**src/fbba_pkg.sv**
```systemverilog
// Shared types, constants and helpers for the frame bump buffer allocator.
// No dependencies; every other file in src imports this package.
package fbba_pkg;

    localparam int POOL_BUFFERS = 16;
    localparam int ID_W         = $clog2(POOL_BUFFERS);
    localparam int CNT_W        = ID_W + 1;
    localparam int SIZE_W       = 25;
    localparam int ALIGN_W      = 4;
    localparam int FIF_W        = 5;
    localparam int FRAME_W      = 32;
    localparam int CFG_IDX_W    = 2;
    localparam int CFG_DATA_W   = SIZE_W;
    localparam int STATUS_W     = 2;
    localparam int RND_W        = SIZE_W + 2;

    localparam logic [SIZE_W-1:0]  FILL_MAX          = '1;
    localparam logic [SIZE_W-1:0]  BACKING_SIZE_RST  = SIZE_W'(65536);
    localparam logic [ALIGN_W-1:0] ALIGN_LOG2_RST    = ALIGN_W'(8);
    localparam logic [FIF_W-1:0]   FIF_RST           = FIF_W'(2);

    typedef enum logic [CFG_IDX_W-1:0] {
        CFG_BACKING_SIZE     = 2'd0,
        CFG_ALIGN_LOG2       = 2'd1,
        CFG_FRAMES_IN_FLIGHT = 2'd2
    } cfg_index_t;

    typedef enum logic [STATUS_W-1:0] {
        STATUS_OK        = 2'd0,
        STATUS_OVERSIZE  = 2'd1,
        STATUS_EXHAUSTED = 2'd2
    } status_t;

    // Controller to datapath
    typedef struct packed {
        logic load_req;        // latch the size of an allocate request
        logic start_frame;     // bump the frame counter, clear the freed tally
        logic exec_alloc;      // commit an allocation and load its response
        logic walk_sel;        // point the queue read port at the oldest entry
        logic pop;             // retire the oldest in-use buffer
        logic load_frame_rsp;  // load the next-frame response
    } fbba_cmd_t;

    // Datapath to controller
    typedef struct packed {
        logic can_pop;
    } fbba_stat_t;

    // Round up to the alignment, saturate at the largest fill offset.
    function automatic logic [SIZE_W-1:0] round_fill(
        input logic [SIZE_W:0]    v,
        input logic [ALIGN_W-1:0] al
    );
        logic [RND_W-1:0] mask;
        logic [RND_W-1:0] r;
        mask = (RND_W'(1) << al) - RND_W'(1);
        r    = ({1'b0, v} + mask) & ~mask;
        return (r > RND_W'(FILL_MAX)) ? FILL_MAX : r[SIZE_W-1:0];
    endfunction

endpackage

```
**src/fbba_if.sv**
```systemverilog
// Handshake channels of the allocator: request, response and register write.
// Depends on fbba_pkg for field widths.
interface fbba_req_if
    import fbba_pkg::*;
();
    logic              valid;
    logic              ready;
    logic              command;
    logic [SIZE_W-1:0] size;

    modport source (output valid, output command, output size, input ready);
    modport sink   (input valid, input command, input size, output ready);
endinterface

interface fbba_rsp_if
    import fbba_pkg::*;
();
    logic                valid;
    logic                ready;
    logic [ID_W-1:0]     buffer_id;
    logic [SIZE_W-1:0]   offset;
    logic                fresh_buffer;
    logic [CNT_W-1:0]    retired_count;
    logic [STATUS_W-1:0] status;

    modport source (output valid, output buffer_id, output offset, output fresh_buffer,
                    output retired_count, output status, input ready);
    modport sink   (input valid, input buffer_id, input offset, input fresh_buffer,
                    input retired_count, input status, output ready);
endinterface

interface fbba_cfg_if
    import fbba_pkg::*;
();
    logic                  valid;
    logic                  ready;
    logic [CFG_IDX_W-1:0]  index;
    logic [CFG_DATA_W-1:0] data;

    modport source (output valid, output index, output data, input ready);
    modport sink   (input valid, input index, input data, output ready);
endinterface

```
**src/fbba_ctrl.sv**
```systemverilog
// Sequencing state machine: request handshake, retirement walk, response valid.
// Depends on fbba_pkg for the command and status structs.
module fbba_ctrl
    import fbba_pkg::*;
(
    input  logic       clk,
    input  logic       rst_n,
    input  logic       req_valid,
    input  logic       req_command,
    output logic       req_ready,
    output logic       rsp_valid,
    input  logic       rsp_ready,
    input  fbba_stat_t stat,
    output fbba_cmd_t  cmd
);

    typedef enum logic [1:0] {
        ST_IDLE,
        ST_ALLOC,
        ST_WALK
    } state_t;

    state_t state_reg;
    state_t state_next;
    logic   rsp_valid_reg;
    logic   rsp_valid_next;
    logic   out_free;

    assign out_free  = !rsp_valid_reg || rsp_ready;
    assign req_ready = (state_reg == ST_IDLE);
    assign rsp_valid = rsp_valid_reg;

    always_comb
    begin
        state_next     = state_reg;
        rsp_valid_next = rsp_valid_reg && !rsp_ready;
        cmd            = '0;
        case (state_reg)
            ST_IDLE:
            begin
                if (req_valid)
                begin
                    if (req_command)
                    begin
                        cmd.start_frame = 1'b1;
                        state_next      = ST_WALK;
                    end
                    else
                    begin
                        cmd.load_req = 1'b1;
                        state_next   = ST_ALLOC;
                    end
                end
            end
            ST_ALLOC:
            begin
                // hold until the response register can take the result
                if (out_free)
                begin
                    cmd.exec_alloc = 1'b1;
                    rsp_valid_next = 1'b1;
                    state_next     = ST_IDLE;
                end
            end
            ST_WALK:
            begin
                cmd.walk_sel = 1'b1;
                if (stat.can_pop)
                begin
                    cmd.pop = 1'b1;
                end
                else if (out_free)
                begin
                    cmd.load_frame_rsp = 1'b1;
                    rsp_valid_next     = 1'b1;
                    state_next         = ST_IDLE;
                end
            end
            default:
            begin
                state_next = ST_IDLE;
            end
        endcase
    end

    always_ff @(posedge clk or negedge rst_n)
    begin
        if (!rst_n)
        begin
            state_reg     <= ST_IDLE;
            rsp_valid_reg <= 1'b0;
        end
        else
        begin
            state_reg     <= state_next;
            rsp_valid_reg <= rsp_valid_next;
        end
    end

    a_alloc_completes: assert property (@(posedge clk) disable iff (!rst_n)
        (state_reg == ST_ALLOC && out_free) |=> (state_reg == ST_IDLE && rsp_valid_reg))
        else $error("allocate did not complete into the response register");

    a_walk_continues: assert property (@(posedge clk) disable iff (!rst_n)
        (state_reg == ST_WALK && stat.can_pop) |=> (state_reg == ST_WALK))
        else $error("retirement walk left before the queue was drained");

endmodule

```
**src/fbba_dp.sv**
```systemverilog
// Allocator datapath: registers, in-use queue, free stack, response register.
// Depends on fbba_pkg; driven by fbba_ctrl through fbba_cmd_t.
module fbba_dp
    import fbba_pkg::*;
(
    input  logic                  clk,
    input  logic                  rst_n,
    input  logic                  cfg_valid,
    input  logic [CFG_IDX_W-1:0]  cfg_index,
    input  logic [CFG_DATA_W-1:0] cfg_data,
    input  logic [SIZE_W-1:0]     req_size,
    input  fbba_cmd_t             cmd,
    output fbba_stat_t            stat,
    output logic [ID_W-1:0]       rsp_buffer_id,
    output logic [SIZE_W-1:0]     rsp_offset,
    output logic                  rsp_fresh_buffer,
    output logic [CNT_W-1:0]      rsp_retired_count,
    output logic [STATUS_W-1:0]   rsp_status
);

    // Configuration
    logic [SIZE_W-1:0]  backing_size_reg, backing_size_next;
    logic [ALIGN_W-1:0] align_log2_reg, align_log2_next;
    logic [FIF_W-1:0]   fif_reg, fif_next;

    // Allocator state
    logic [FRAME_W-1:0] frame_count_reg, frame_count_next;
    logic [SIZE_W-1:0]  last_fill_reg, last_fill_next;
    logic [ID_W-1:0]    used_head_reg, used_head_next;
    logic [CNT_W-1:0]   used_count_reg, used_count_next;
    logic [CNT_W-1:0]   free_count_reg, free_count_next;
    logic [CNT_W-1:0]   created_count_reg, created_count_next;
    logic [CNT_W-1:0]   freed_reg, freed_next;

    logic [ID_W-1:0]    used_ids_reg    [POOL_BUFFERS];
    logic [FRAME_W-1:0] used_frames_reg [POOL_BUFFERS];
    logic [ID_W-1:0]    free_stack_reg  [POOL_BUFFERS];

    logic [SIZE_W-1:0]  size_reg;

    logic [ID_W-1:0]     rsp_id_reg;
    logic [SIZE_W-1:0]   rsp_offset_reg;
    logic                rsp_fresh_reg;
    logic [CNT_W-1:0]    rsp_freed_reg;
    logic [STATUS_W-1:0] rsp_status_reg;

    // Queue read port and decode
    logic [ID_W-1:0]    newest_slot;
    logic [ID_W-1:0]    tail_slot;
    logic [ID_W-1:0]    rd_slot;
    logic [ID_W-1:0]    rd_id;
    logic [FRAME_W-1:0] rd_frame;
    logic [FRAME_W-1:0] age;
    logic [ID_W-1:0]    free_top;
    logic [SIZE_W:0]    fill_sum;
    logic               oversize;
    logic               fits;
    logic               have_free;
    logic               can_create;
    logic               exhausted;
    logic               push_free;
    logic               take_new;
    logic [ID_W-1:0]    new_id;

    assign newest_slot = used_head_reg + used_count_reg[ID_W-1:0] - ID_W'(1);
    assign tail_slot   = used_head_reg + used_count_reg[ID_W-1:0];
    assign rd_slot     = cmd.walk_sel ? used_head_reg : newest_slot;
    assign rd_id       = used_ids_reg[rd_slot];
    assign rd_frame    = used_frames_reg[rd_slot];
    assign age         = frame_count_reg - rd_frame;
    assign free_top    = free_count_reg[ID_W-1:0] - ID_W'(1);

    assign stat.can_pop = (used_count_reg != '0) &&
                          (age >= FRAME_W'(fif_reg));

    assign fill_sum   = {1'b0, last_fill_reg} + {1'b0, size_reg};
    assign oversize   = size_reg > backing_size_reg;
    assign fits       = (used_count_reg != '0) && (rd_frame == frame_count_reg) &&
                        (fill_sum <= {1'b0, backing_size_reg});
    assign have_free  = (free_count_reg != '0) &&
                        (free_count_reg <= CNT_W'(POOL_BUFFERS));
    assign can_create = created_count_reg < CNT_W'(POOL_BUFFERS);
    assign exhausted  = (used_count_reg >= CNT_W'(POOL_BUFFERS)) ||
                        (!have_free && !can_create);
    assign take_new   = cmd.exec_alloc && !oversize && !fits && !exhausted;
    assign new_id     = have_free ? free_stack_reg[free_top]
                                  : created_count_reg[ID_W-1:0];
    assign push_free  = cmd.pop && (free_count_reg < CNT_W'(POOL_BUFFERS));

    always_comb
    begin
        backing_size_next  = backing_size_reg;
        align_log2_next    = align_log2_reg;
        fif_next           = fif_reg;
        frame_count_next   = frame_count_reg;
        last_fill_next     = last_fill_reg;
        used_head_next     = used_head_reg;
        used_count_next    = used_count_reg;
        free_count_next    = free_count_reg;
        created_count_next = created_count_reg;
        freed_next         = freed_reg;

        if (cfg_valid)
        begin
            case (cfg_index)
                CFG_BACKING_SIZE:     backing_size_next = cfg_data[SIZE_W-1:0];
                CFG_ALIGN_LOG2:       align_log2_next   = cfg_data[ALIGN_W-1:0];
                CFG_FRAMES_IN_FLIGHT: fif_next          = cfg_data[FIF_W-1:0];
                default:              ;
            endcase
        end

        if (cmd.start_frame)
        begin
            frame_count_next = frame_count_reg + FRAME_W'(1);
            freed_next       = '0;
        end

        if (cmd.pop)
        begin
            used_head_next  = used_head_reg + ID_W'(1);
            used_count_next = used_count_reg - CNT_W'(1);
            freed_next      = freed_reg + CNT_W'(1);
            if (push_free)
            begin
                free_count_next = free_count_reg + CNT_W'(1);
            end
        end

        if (cmd.exec_alloc && !oversize)
        begin
            if (fits)
            begin
                last_fill_next = round_fill(fill_sum, align_log2_reg);
            end
            else if (take_new)
            begin
                used_count_next = used_count_reg + CNT_W'(1);
                last_fill_next  = round_fill({1'b0, size_reg}, align_log2_reg);
                if (have_free)
                begin
                    free_count_next = free_count_reg - CNT_W'(1);
                end
                else
                begin
                    created_count_next = created_count_reg + CNT_W'(1);
                end
            end
        end
    end

    always_ff @(posedge clk or negedge rst_n)
    begin
        if (!rst_n)
        begin
            backing_size_reg  <= BACKING_SIZE_RST;
            align_log2_reg    <= ALIGN_LOG2_RST;
            fif_reg           <= FIF_RST;
            frame_count_reg   <= '0;
            last_fill_reg     <= '0;
            used_head_reg     <= '0;
            used_count_reg    <= '0;
            free_count_reg    <= '0;
            created_count_reg <= '0;
            freed_reg         <= '0;
        end
        else
        begin
            backing_size_reg  <= backing_size_next;
            align_log2_reg    <= align_log2_next;
            fif_reg           <= fif_next;
            frame_count_reg   <= frame_count_next;
            last_fill_reg     <= last_fill_next;
            used_head_reg     <= used_head_next;
            used_count_reg    <= used_count_next;
            free_count_reg    <= free_count_next;
            created_count_reg <= created_count_next;
            freed_reg         <= freed_next;
        end
    end

    // Stores and payload registers: no reset
    always_ff @(posedge clk)
    begin
        if (cmd.load_req)
        begin
            size_reg <= req_size;
        end
        if (take_new)
        begin
            used_ids_reg[tail_slot]    <= new_id;
            used_frames_reg[tail_slot] <= frame_count_reg;
        end
        if (push_free)
        begin
            free_stack_reg[free_count_reg[ID_W-1:0]] <= rd_id;
        end
        if (cmd.exec_alloc)
        begin
            rsp_freed_reg <= '0;
            rsp_fresh_reg <= 1'b0;
            rsp_id_reg    <= '0;
            rsp_offset_reg <= '0;
            if (oversize)
            begin
                rsp_status_reg <= STATUS_OVERSIZE;
            end
            else if (fits)
            begin
                rsp_status_reg <= STATUS_OK;
                rsp_id_reg     <= rd_id;
                rsp_offset_reg <= last_fill_reg;
            end
            else if (exhausted)
            begin
                rsp_status_reg <= STATUS_EXHAUSTED;
            end
            else
            begin
                rsp_status_reg <= STATUS_OK;
                rsp_id_reg     <= new_id;
                rsp_fresh_reg  <= !have_free;
            end
        end
        else if (cmd.load_frame_rsp)
        begin
            rsp_status_reg <= STATUS_OK;
            rsp_id_reg     <= '0;
            rsp_offset_reg <= '0;
            rsp_fresh_reg  <= 1'b0;
            rsp_freed_reg  <= freed_reg;
        end
    end

    assign rsp_buffer_id     = rsp_id_reg;
    assign rsp_offset        = rsp_offset_reg;
    assign rsp_fresh_buffer  = rsp_fresh_reg;
    assign rsp_retired_count = rsp_freed_reg;
    assign rsp_status        = rsp_status_reg;

    // Every id handed out so far is either in use or on the free stack.
    a_ids_conserved: assert property (@(posedge clk) disable iff (!rst_n)
        ({1'b0, used_count_reg} + {1'b0, free_count_reg}) == {1'b0, created_count_reg})
        else $error("buffer ids lost or duplicated between queue and free stack");

    a_created_bound: assert property (@(posedge clk) disable iff (!rst_n)
        created_count_reg <= CNT_W'(POOL_BUFFERS))
        else $error("more buffer ids created than the pool holds");

endmodule

```
**src/frame_bump_buffer_allocator_core.sv**
```systemverilog
// Frame bump buffer allocator, top level.
// Allocate: taken in ST_IDLE, answered in ST_ALLOC once the response register is free.
// Next frame: ST_WALK retires buffers one per cycle via the queue port, then answers.
// Response register frees the request side: a new request is taken while a result waits.
// Reset (async, active low) clears counters and restores register defaults; no clear pass.
// Depends on fbba_pkg, fbba_if, fbba_ctrl and fbba_dp.
module frame_bump_buffer_allocator_core
    import fbba_pkg::*;
(
    input  logic       clk,
    input  logic       rst_n,
    fbba_req_if.sink   req,
    fbba_rsp_if.source rsp,
    fbba_cfg_if.sink   cfg
);

    fbba_cmd_t  cmd;
    fbba_stat_t stat;

    // Register writes are always taken
    assign cfg.ready = 1'b1;

    fbba_ctrl u_ctrl (
        .clk         (clk),
        .rst_n       (rst_n),
        .req_valid   (req.valid),
        .req_command (req.command),
        .req_ready   (req.ready),
        .rsp_valid   (rsp.valid),
        .rsp_ready   (rsp.ready),
        .stat        (stat),
        .cmd         (cmd)
    );

    fbba_dp u_dp (
        .clk               (clk),
        .rst_n             (rst_n),
        .cfg_valid         (cfg.valid),
        .cfg_index         (cfg.index),
        .cfg_data          (cfg.data),
        .req_size          (req.size),
        .cmd               (cmd),
        .stat              (stat),
        .rsp_buffer_id     (rsp.buffer_id),
        .rsp_offset        (rsp.offset),
        .rsp_fresh_buffer  (rsp.fresh_buffer),
        .rsp_retired_count (rsp.retired_count),
        .rsp_status        (rsp.status)
    );

endmodule
```
**src/flat_wrapper.sv**
```systemverilog
// flat-port wrapper written by rule: the top's interface ports become plain ports
module frame_bump_buffer_allocator_core_flat import fbba_pkg::*;
  (clk, rst_n, req_valid, req_command, req_size, req_ready, rsp_valid, rsp_buffer_id, rsp_offset, rsp_fresh_buffer, rsp_retired_count, rsp_status, rsp_ready, cfg_valid, cfg_index, cfg_data, cfg_ready);
  fbba_req_if req_i ();
  fbba_rsp_if rsp_i ();
  fbba_cfg_if cfg_i ();
  input  logic clk;
  input  logic rst_n;
  input wire logic [$bits(req_i.valid)-1:0] req_valid;
  input wire logic [$bits(req_i.command)-1:0] req_command;
  input wire logic [$bits(req_i.size)-1:0] req_size;
  output wire logic [$bits(req_i.ready)-1:0] req_ready;
  output wire logic [$bits(rsp_i.valid)-1:0] rsp_valid;
  output wire logic [$bits(rsp_i.buffer_id)-1:0] rsp_buffer_id;
  output wire logic [$bits(rsp_i.offset)-1:0] rsp_offset;
  output wire logic [$bits(rsp_i.fresh_buffer)-1:0] rsp_fresh_buffer;
  output wire logic [$bits(rsp_i.retired_count)-1:0] rsp_retired_count;
  output wire logic [$bits(rsp_i.status)-1:0] rsp_status;
  input wire logic [$bits(rsp_i.ready)-1:0] rsp_ready;
  input wire logic [$bits(cfg_i.valid)-1:0] cfg_valid;
  input wire logic [$bits(cfg_i.index)-1:0] cfg_index;
  input wire logic [$bits(cfg_i.data)-1:0] cfg_data;
  output wire logic [$bits(cfg_i.ready)-1:0] cfg_ready;
  assign req_i.valid = req_valid;
  assign req_i.command = req_command;
  assign req_i.size = req_size;
  assign req_ready = req_i.ready;
  assign rsp_valid = rsp_i.valid;
  assign rsp_buffer_id = rsp_i.buffer_id;
  assign rsp_offset = rsp_i.offset;
  assign rsp_fresh_buffer = rsp_i.fresh_buffer;
  assign rsp_retired_count = rsp_i.retired_count;
  assign rsp_status = rsp_i.status;
  assign rsp_i.ready = rsp_ready;
  assign cfg_i.valid = cfg_valid;
  assign cfg_i.index = cfg_index;
  assign cfg_i.data = cfg_data;
  assign cfg_ready = cfg_i.ready;
  frame_bump_buffer_allocator_core u_core (.clk(clk), .rst_n(rst_n), .req(req_i), .rsp(rsp_i), .cfg(cfg_i));
endmodule
```
**config.mk**
```make
export PLATFORM = sky130hd
export DESIGN_NAME = frame_bump_buffer_allocator_core_flat
export DESIGN_NICKNAME = d
export VERILOG_FILES = /design/src/fbba_pkg.sv /design/src/fbba_if.sv /design/src/fbba_ctrl.sv /design/src/fbba_dp.sv /design/src/frame_bump_buffer_allocator_core.sv /design/src/flat_wrapper.sv
export SDC_FILE = /design/constraint.sdc
export NUM_CORES = 1
export LEC_CHECK = 0
export ABC_AREA = 1
export BUFFER_PORTS_ARGS = -buffer_cell sky130_fd_sc_hd__buf_4
export CORE_ASPECT_RATIO = 0.9
export CORE_MARGIN = 2
export CORE_UTILIZATION = 50
export CTS_BUF_LIST = sky130_fd_sc_hd__clkbuf_16
export DETAILED_ROUTE_END_ITERATION = 6
export PLACE_DENSITY_LB_ADDON = 0.2
export SETUP_SLACK_MARGIN = 0.05
export SLEW_MARGIN = 20
export SYNTH_ARGS = -nofsm -noshare
export SYNTH_HDL_FRONTEND = slang
export SYNTH_SLANG_ARGS = --single-unit
```
**constraint.sdc**
```tcl
create_clock -name clk -period 14.9 [get_ports clk]
set_input_delay 0.745 -clock clk [delete_from_list [all_inputs] [get_ports clk]]
set_output_delay 0.745 -clock clk [all_outputs]
set_load 0.03 [all_outputs]
```
Yosys cells after proc, flatten, opt, wreduce, memory -nomap -nowiden. Memory sizes are Yosys's and may differ from the RTL's. Index checks and enable logic that the tools add are counted. Widths: inputs -> output; s select.

Shift operators: 1. Equality and inequality tests: 7. Magnitude comparators: 9. Bitwise logic cells: 5. Reduce and logical (&&, ||, !) cells: 32. $add $sub $neg: 16. Muxes and demuxes: 58.

Operators by type and width (count): $mux 25 (8); $mux 5 (12); $and 27x27->27 (2); $gt 27x25->1 const B (2); $add 32x1->32 const B (1); $eq 32x32->1 (1); $ge 32x5->1 (1); $sub 32x32->32 (1); $mux 4 (7); $add 25x27->27 (1); $add 26x27->27 (1); $not 27->27 (1); $shl 1x4->27 const A (1); $sub 27x2->27 const B (1); $add 25x25->26 (1); $le 26x25->1 (1); $gt 25x25->1 (1); $mux 2 (11); $add 5x1->5 const B (4); $mux 1 (17); $logic_and 1x1->1 (10); $lt 5x5->1 const B (2); $reduce_and 2->1 (5); $reduce_bool 5->1 (2); other kinds (18) (34).

Register bits: 180. Output and inout port bits: 40. Word-level logic and storage cells: 149. Input port bits: 58. Memories kept: 3. RAM bits: 640.

Memories: u_core.u_dp.used_frames_reg (depth 16, bits a word 32, read ports 1, clocked after memory_dff 0, wr ports 1, line fbba_dp.sv:36) `logic [FRAME_W-1:0] used_frames_reg [POOL_BUFFERS];`; u_core.u_dp.free_stack_reg (depth 16, bits a word 4, read ports 1, clocked after memory_dff 0, wr ports 1, line fbba_dp.sv:37) `logic [ID_W-1:0] free_stack_reg [POOL_BUFFERS];`; u_core.u_dp.used_ids_reg (depth 16, bits a word 4, read ports 1, clocked after memory_dff 0, wr ports 1, line fbba_dp.sv:35) `logic [ID_W-1:0] used_ids_reg [POOL_BUFFERS];`.

Longest topological paths before layout. Gate-level depths: netlist (run 1).

Gate-level depth with buffers: 41.

Hierarchy. From an unflattened synthesis (run 1), not the netlist that was laid out.

Cells, all modules: 4364. Area total of the unflattened synthesis: 41452.3 µm².

By module, submodules not included: fbba_dp (instances 1, cells an instance 4326, area an instance 41203.3 µm², seq. area each 23911.7 µm²); fbba_ctrl (instances 1, cells an instance 36, area an instance 237.7 µm², seq. area each 75.1 µm²); frame_bump_buffer_allocator_core (instances 1, cells an instance 2, area an instance 11.3 µm², seq. area each 0.0 µm²).

Worst setup path after synthesis (run 1). OpenSTA, ideal clock, no wires.

Kind: register -> register. Start point: register u_core.u_dp.used_head_reg[0]. End point: memory u_core.u_dp.used_frames_reg[13][0] (enable). Library setup time: 0.429 ns. Period minus slack after synthesis: 6.178 ns. Path buffers: 6. Required time: 14.471 ns. Path slack: 8.722 ns. Cell stages (with the launch flop): 33. Data arrival time: 5.749 ns. Cells stage by stage: dfrtp_1 ha_1 inv_1 fa_1 inv_1 nand2_1 nand3_1 nand2_2 inv_1 buf_6 clkbuf_1 clkbuf_1 buf_1 nand3_1 nand3_1 nand3_1 nand2_1 ha_1 nand2_1 inv_1 nand2_1 inv_1 nand2_1 nor2_1 nand4_2 nor2_2 nand2_2 buf_6 nand2_8 inv_2 buf_6 nand3_1 nor2_1.

Longest elaborated chain between the ends: 12.

Ends and longest elaborated chain: start, declared (line fbba_dp.sv:29) `logic [ID_W-1:0] used_head_reg, used_head_next;`; start signal, assigned (line fbba_dp.sv:174) `used_head_reg <= used_head_next;`; $add 4x4->4 (line fbba_dp.sv:65, fbba_dp.sv:66); $sub 4x1->4 (line fbba_dp.sv:65) `assign newest_slot = used_head_reg + used_count_reg[ID_W-1:0] - ID_W'(1);`; $mux 4 (line fbba_dp.sv:67) `assign rd_slot = cmd.walk_sel ? used_head_reg : newest_slot;`; $mem_v2 16x32; $eq 32x32->1 (line fbba_dp.sv:78) `assign fits = (used_count_reg != '0) && (rd_frame == frame_count_reg) &&`; $logic_and 1x1->1 (2 in a row) (line fbba_dp.sv:78); $logic_not 1->1 (line fbba_dp.sv:85) `assign take_new = cmd.exec_alloc && !oversize && !fits && !exhausted;`; $logic_and 1x1->1 (2 in a row) (line fbba_dp.sv:85); $mux 1 (line fbba_dp.sv:189) `if (take_new)`; $mux 1 (not written as such) (line fbba_dp.sv:192) `used_frames_reg[tail_slot] <= frame_count_reg;`; end, declared (line fbba_dp.sv:36).

Several ways; a longest one is shown, not always the timed one.

Worst setup path after layout (run 1).
Start point: register u_core.u_ctrl.state_reg[0]. End point: memory u_core.u_dp.used_frames_reg[6][22] (enable).

Longest elaborated chain between the ends: 12. Elaborated cells on any way between the ends: 15.

Ends and longest elaborated chain: start, declared (line fbba_ctrl.sv:23) `state_t state_reg;`; start signal, assigned (line fbba_ctrl.sv:95) `state_reg <= state_next;`; $eq 2x2->1 (line fbba_ctrl.sv:38) `case (state_reg)`; $mux 3 (line fbba_ctrl.sv:38); $mux 4 (line fbba_dp.sv:67); $mem_v2 16x32; $eq 32x32->1 (line fbba_dp.sv:78); $logic_and 1x1->1 (2 in a row) (line fbba_dp.sv:78); $logic_not 1->1 (line fbba_dp.sv:85); $logic_and 1x1->1 * (2 in a row) (line fbba_dp.sv:85); $mux 1 * (line fbba_dp.sv:189); $mux 1 (not written as such) * (line fbba_dp.sv:192).

Every way passes the cells marked *; elsewhere a longest branch is shown, timed or not.

==> results of run 1 <==
-- cell usage after synthesis (all sizes together) (2+ instances only) --
master and instances:
nand3 427, or2 6, xor2 69, a31oi 72, inv 305, nand4 38, and3 2, o21a 12
dfstp 3, a211oi 4, conb 2, a22o 4, and2 3, ha 177, edfxtp 697, nor4 9
fa 5, nor3 61, dfrtp 115, buf 45, o221ai 13, nand3b 9, xnor2 40, a21o 4
mux2i 8, a21boi 5, clkinv 3, dfxtp 5, nor2 403, o21ai 171, a21oi 191, o211ai 24
o21bai 8, o32ai 8, nand2 1227, clkbuf 109
-- worst max-delay path: stages (launching register included) --
cell and delay (ps):
dfrtp_1 390, inv_1 100, ha_1 420, inv_4 110, nand2_1 170, nand2_8 330
inv_8 660, buf_4 740, nand2_1 120, nand2_1 100, nor2_1 50, a31oi_1 180
nand2_1 80, nand3_1 130, nand2_1 70, ha_1 350, nand2_1 160, nor2_1 100
nand2_1 120, nor2_1 80, nand4_2 90, nor2_2 60, nand2_2 600, nand2_8 140
inv_2 210, nand3_1 330, nor2_4 680, buf_4 500
-- logic make-up after synthesis --
group | Yosys count
fa+ha+maj | 182
flops | 820
other cells | 2
simple gates | 2186
compound gates | 521
mux | 8
xor+xnor | 109
buf+inv | 462
-- layer usage --
metal | part of all wire | routed length [um]
met1 | 0.46 | 50600
met2 | 0.45 | 49800
met3 | 0.070 | 7690
met4 | 0.021 | 2360
met5 | 0 | 0
-- metrics by stage --
stage	hold WS [ps]	std cells	setup slack (ps)	area (um^2)
CTS	184	5509	7130	45900
floorplan	424	4300	8720	41300
detailed placement	465	5351	7190	43200
finish	181	5509	7090	45900
global placement	458	5351	7300	43200
global route	232	5509	6460	45900
-- final timing paths --
path | from | end | slack (ps) | cells past startpoint
worst max register to register | u_core.u_ctrl.state_reg[0] | u_core.u_dp.used_frames_reg[6][22] | 7090 | 27
min in group clk | req_size[19] | u_core.u_dp.size_reg[19] | 260 | 1
worst min-delay path | rst_n | u_core.u_dp.frame_count_reg[18] | 180 | 1
worst min register to register | u_core.u_dp.rsp_retired_count[3] | u_core.u_dp.rsp_retired_count[3] | 470 | 2
max in group asynchronous | rst_n | u_core.u_ctrl.rsp_valid | 13560 | 2
worst max-delay path | u_core.u_ctrl.state_reg[0] | u_core.u_dp.used_frames_reg[6][22] | 7090 | 27
-- placed cells by master, fill, tap and decap left out, drive strengths merged, types with 12 or more instances in the layout --
master,netlist,routed
dfrtp,115,115
ha,177,177
a21oi,191,191
a31oi,72,72
o21a,12,12
o221ai,13,13
nor2,403,403
inv,305,341
buf,45,145
nand3,427,427
clkbuf,109,87
conb,2,12
xor2,69,69
nand4,38,38
xnor2,40,40
nand2,1227,1227
o21ai,171,171
clkinv,3,32
o211ai,24,24
edfxtp,697,697
nor3,61,61
-- area by class of cell --
class,count,area (um^2),area share
flip-flops and latches,820,24000,0.522
multi-input cells,3018,15700,0.341
clock buffers,87,2180,0.0474
well taps,1060,1330,0.0289
inverters,308,1170,0.0254
repair buffers,145,1090,0.0238
clock inverters,71,490,0.0107
==> impl_results.md, run 1 <==
* Starting density of the core at 0.507
* Final Setup Violations at 0
* Number of post-CTS setup repair buffers at 0
* Sequential element share of the synthesized area at 0.581
* Root buffer cell: clkbuf_16
* RSZ-0062 raised after global routing: false
* CTS sink cnt at 820
* Tightest Pin Transition at 1110 ps
* GRT overflow at 0
* Synth area leader: edfxtp_1
* Synth Area in Compound Gates at 0.0721
* Synth Area in Adders at 0.0561
* Post-Syn Instances at 4290
* Max-Cap Viols at 0
* Remaining DRCs at 0
* Largest cells by area after synthesis: edfxtp_1, nand2_1, dfrtp_1
* Post-synth cell types at 60
* H-tree depth at 3
* Total track usage at 0.260
* Largest family of logic cells by synthesized area: simple AND/OR/NAND/NOR gates
* Via Count at 30700
* YS warnings at 0
* Synth Register Bits at 820
* Die Footprint at 0.0849 mm^2
* Clk_skew at 38.3 ps
* TritonRoute pass-1 iters at 6
* Fin crit share at 0.524
* WL final at 110000 um
* Fraction of registers with async set/reset at 0.144
* Post-route minimum period at 7810 ps
* Clock slew at reported path FFs at 60 ps
* Final max-slew violation count at 0
* Synth-to-Final Area Change at 11.2%
* Routed length per placed instance at 20.0 um
* Fillers at 7054
* Startpoint types: flop
* CP Data Arrival Time at 8110 ps
* GRT met1 Usage at 0.386
* Final net count at 4619
* Met2 Use GR at 0.404
* Synth Flop Type: edfxtp_1
* Fmax at 128 MHz
* Ports at 98
* Total CTS buffers at 86
* Vias in the first global route at 28900
* Ant diodes at 0
* Hold Vio Cnt, Final at 0
* Initial antenna violation count at 0
* Hold Crit Class: in2async
* Post-Synth Simple-Gate Area at 0.221
* Multiplexer share of the synthesized area at 0.00194
* Clock Latency Late Sink at 670 ps
* GR peak layer: met2
* First-pass GRT wire length at 171000 um
* Drt via density at 5.58
* Max-slew headroom at 0.259
* Routability cong. at 0.949
* Hold_buf cts at 0
* EDFF count, synth at 697
* Row count at 99
* CP required at 15190 ps
* Synthesized area at 0.0413 mm^2
* Yosys top cell area share at 0.507
* Detailed Route Iter0 Violations at 3278
* Clock tree buffer depth at 3
* Post-synthesis area per instance at 9.62 um^2
* Post-CTS resize count at 0
* Met3 Usage GRT at 0.0337
* CTS tree: done
* Status: complete, no violations
* Final ANT Viol Nets at 0
* Port Buffers at 96
* CP endpoint kind: flop
* Max reg flops at 512
* Final Core Density at 0.564
* Largest net degree at the start of global routing at 129
* Core area at 0.0814 mm^2
* Setup TNS at 0 ps
* Die Wd at 307 um
* Max FO, Critical Path at 128
* Critical path type: reg2reg
* Post-DP HPWL at 69700 um
* Die height at 277 um
* Xor and xnor fraction of the mapped netlist area at 0.0231
* Layout cell share with drive strength beyond 1 at 0.0733
Power of run 1 is not shown: default switching activity piles up to over one toggle a cycle in this logic, so the estimate is an artifact.
==> inputs of run 2 (changes only) <==
==> constraint.sdc (replaced) <==
create_clock -name clk -period 7.3 [get_ports clk]
set_input_delay 0.365 -clock clk [delete_from_list [all_inputs] [get_ports clk]]
set_output_delay 0.365 -clock clk [all_outputs]
set_load 0.03 [all_outputs]
==> run 2 against run 1 <==
Against the previous run: die area did not move; cell area rose by 2.0%; fmax grew 20%; setup slack worse by 6300 ps; core utilization is 1.1 points higher; hold slack got worse by 140 ps; critical path type unchanged; critical endpoint is now u_core.u_dp.rsp_offset[8]; largest cell class unchanged.
==> impl_results.md, run 2 (synthesis results as in run 1) <==
* Status: complete, no violations
* Final max-slew violation count at 0 (unchanged)
* Fin crit share at 0.891 (+0.367)
* Hold Vio Cnt, Final at 0 (unchanged)
* RSZ-0062 raised after global routing: false
* Die Footprint at 0.0849 mm^2 (unchanged)
* Tightest Pin Transition at 1140 ps (+27.8 ps)
* CP required at 7630 ps (-7560 ps)
* Post-DP HPWL at 71900 um (+3.2%)
* Ports at 98 (unchanged)
* CP Data Arrival Time at 6840 ps (-1270 ps)
* Remaining DRCs at 0 (unchanged)
* Fillers at 6898 (-2.2%)
* Row count at 99 (unchanged)
* Setup TNS at 0 ps (unchanged)
* Via Count at 31000 (+0.91%)
* WL final at 112000 um (+1.3%)
* Vias in the first global route at 29200 (+1.0%)
* Root buffer cell: clkbuf_16
* Cell family with most CP delay: simple AND/OR/NAND/NOR gates
* Post-route minimum period at 6510 ps (-1310 ps)
* Hold Crit Class: in2reg
* Initial antenna violation count at 1 (+1)
* Die height at 277 um (unchanged)
* Synth-to-Final Area Change at 13.5%
* Total track usage at 0.263 (+0.00353)
* TritonRoute pass-1 iters at 5 (-1)
* Commonest non-fill, non-tap cell in the layout: nand2_1
* Crit path buf inv count at 6 (unchanged)
* CTS sink cnt at 820 (unchanged)
* First-pass GRT wire length at 173000 um (+1.1%)
* Drt via density at 5.56 (-0.38%)
* Port Buffers at 96 (unchanged)
* Final ANT Viol Nets at 0 (unchanged)
* Post-CTS resize count at 0 (unchanged)
* Hold_buf cts at 50 (+50)
* GRT overflow at 0 (unchanged)
* Core area at 0.0814 mm^2 (unchanged)
* CP endpoint kind: flop
* Max reg flops at 512 (unchanged)
* Clock slew at reported path FFs at 60 ps (about the same)
* Routed length per placed instance at 20.0 um (about the same)
* R2R setup slack at 790 ps (-6290 ps)
* Slowest CP cell: fa_1
* H-tree depth at 3 (unchanged)
* Detailed Route Iter0 Violations at 3108 (-5.2%)
* Max-Cap Viols at 0 (unchanged)
* Largest net degree at the start of global routing at 96 (-26%)
* Final net count at 4690 (+1.5%)
* Clock Latency Late Sink at 680 ps (about the same)
* Max FO, Critical Path at 30 (-77%)
* Number of post-CTS setup repair buffers at 0 (unchanged)
* Die Wd at 307 um (unchanged)
* Starting density of the core at 0.507 (unchanged)
* Startpoint types: flop
* Commonest cells after routing, fill and taps aside: nand2_1, edfxtp_1, nand3_1, nor2_1, inv_1
* Layout cell share with drive strength beyond 1 at 0.0772 (+0.00394)
* Worst path max stage delay at 460 ps (-280 ps)
* Final Setup Violations at 0 (unchanged)
* Total CTS buffers at 86 (unchanged)
* Fmax at 154 MHz (+20%)
* Routability cong. at 0.964 (+1.6%)
* Critical path type: reg2reg
* Max-slew headroom at 0.235 (-0.0245)
* Clk_skew at 40.7 ps (+2.39 ps)
* Most frequent CP cell: nand2_1
* Clock tree buffer depth at 3 (unchanged)
* CTS tree: done
* Ant diodes at 0 (unchanged)
## run 2: cell types whose count changed in the layout (fill, tap and decap cells not counted), sizes merged
cell	change
clkinv	+5
inv	-6
bufinv	+2
clkinvlp	-1
dlygate4sd3	+50
buf	+21
## run 2: metrics by stage
| stage | hold WS, ps | utilization | setup WS (ps) | cells | cell area, um^2 |
|---|---|---|---|---|---|
| detailed placement | 380 | 0.535 | 864 | 5371 | 43600 |
| global placement | 379 | 0.535 | 946 | 5371 | 43600 |
| finish | 44.7 | 0.575 | 793 | 5580 | 46800 |
| global route | 47.9 | 0.575 | 230 | 5580 | 46800 |
| CTS | 12.3 | 0.575 | 820 | 5579 | 46800 |
| floorplan | 69.4 | - | 1120 | 4300 | 41300 |
## run 2: cell type report
type | instances | area [um^2] | share of cell area
multi-input cells | 3018 | 15700 | 0.335
well taps | 1060 | 1330 | 0.0283
repair buffers | 216 | 1950 | 0.0415
flip-flops and latches | 820 | 24000 | 0.512
clock buffers | 87 | 2180 | 0.0465
clock inverters | 71 | 559 | 0.0119
inverters | 308 | 1170 | 0.0249
## run 2: worst paths after layout
kind                                                    end                              from  cells past startpoint
min reg2reg                u_core.u_dp.created_count_reg[4]  u_core.u_dp.created_count_reg[4]                      2
max                               u_core.u_dp.rsp_offset[8]      u_core.u_dp.used_head_reg[0]                     31
min in group asynchronous      u_core.u_dp.last_fill_reg[3]                             rst_n                      2
max reg2reg                       u_core.u_dp.rsp_offset[8]      u_core.u_dp.used_head_reg[0]                     31
max in group asynchronous   u_core.u_dp.frame_count_reg[16]                             rst_n                      3
min                                 u_core.u_ctrl.rsp_valid                         rsp_ready                      4
## run 2: routing by layer
layer | vias up | part of all wire | wire (um) | global-route usage
li1 | 15100 | - | - | -
met1 | 14700 | 0.46 | 51100 | 0.389
met2 | 1098 | 0.44 | 49100 | 0.397
met3 | 160 | 0.075 | 8400 | 0.0458
met4 | 0 | 0.029 | 3230 | 0.0813
met5 | - | 0 | 0 | 0
## run 2: worst register-to-register path, delay by kind of cell, from the launching register on
family / cells / cell delay, ps
compound gates: 3 / 540
buf+inv: 6 / 1070
fa+ha+maj: 5 / 1530
flops: 1 / 430
xor+xnor: 1 / 80
simple gates: 16 / 2490
Power of run 2 is left out for the same reason.
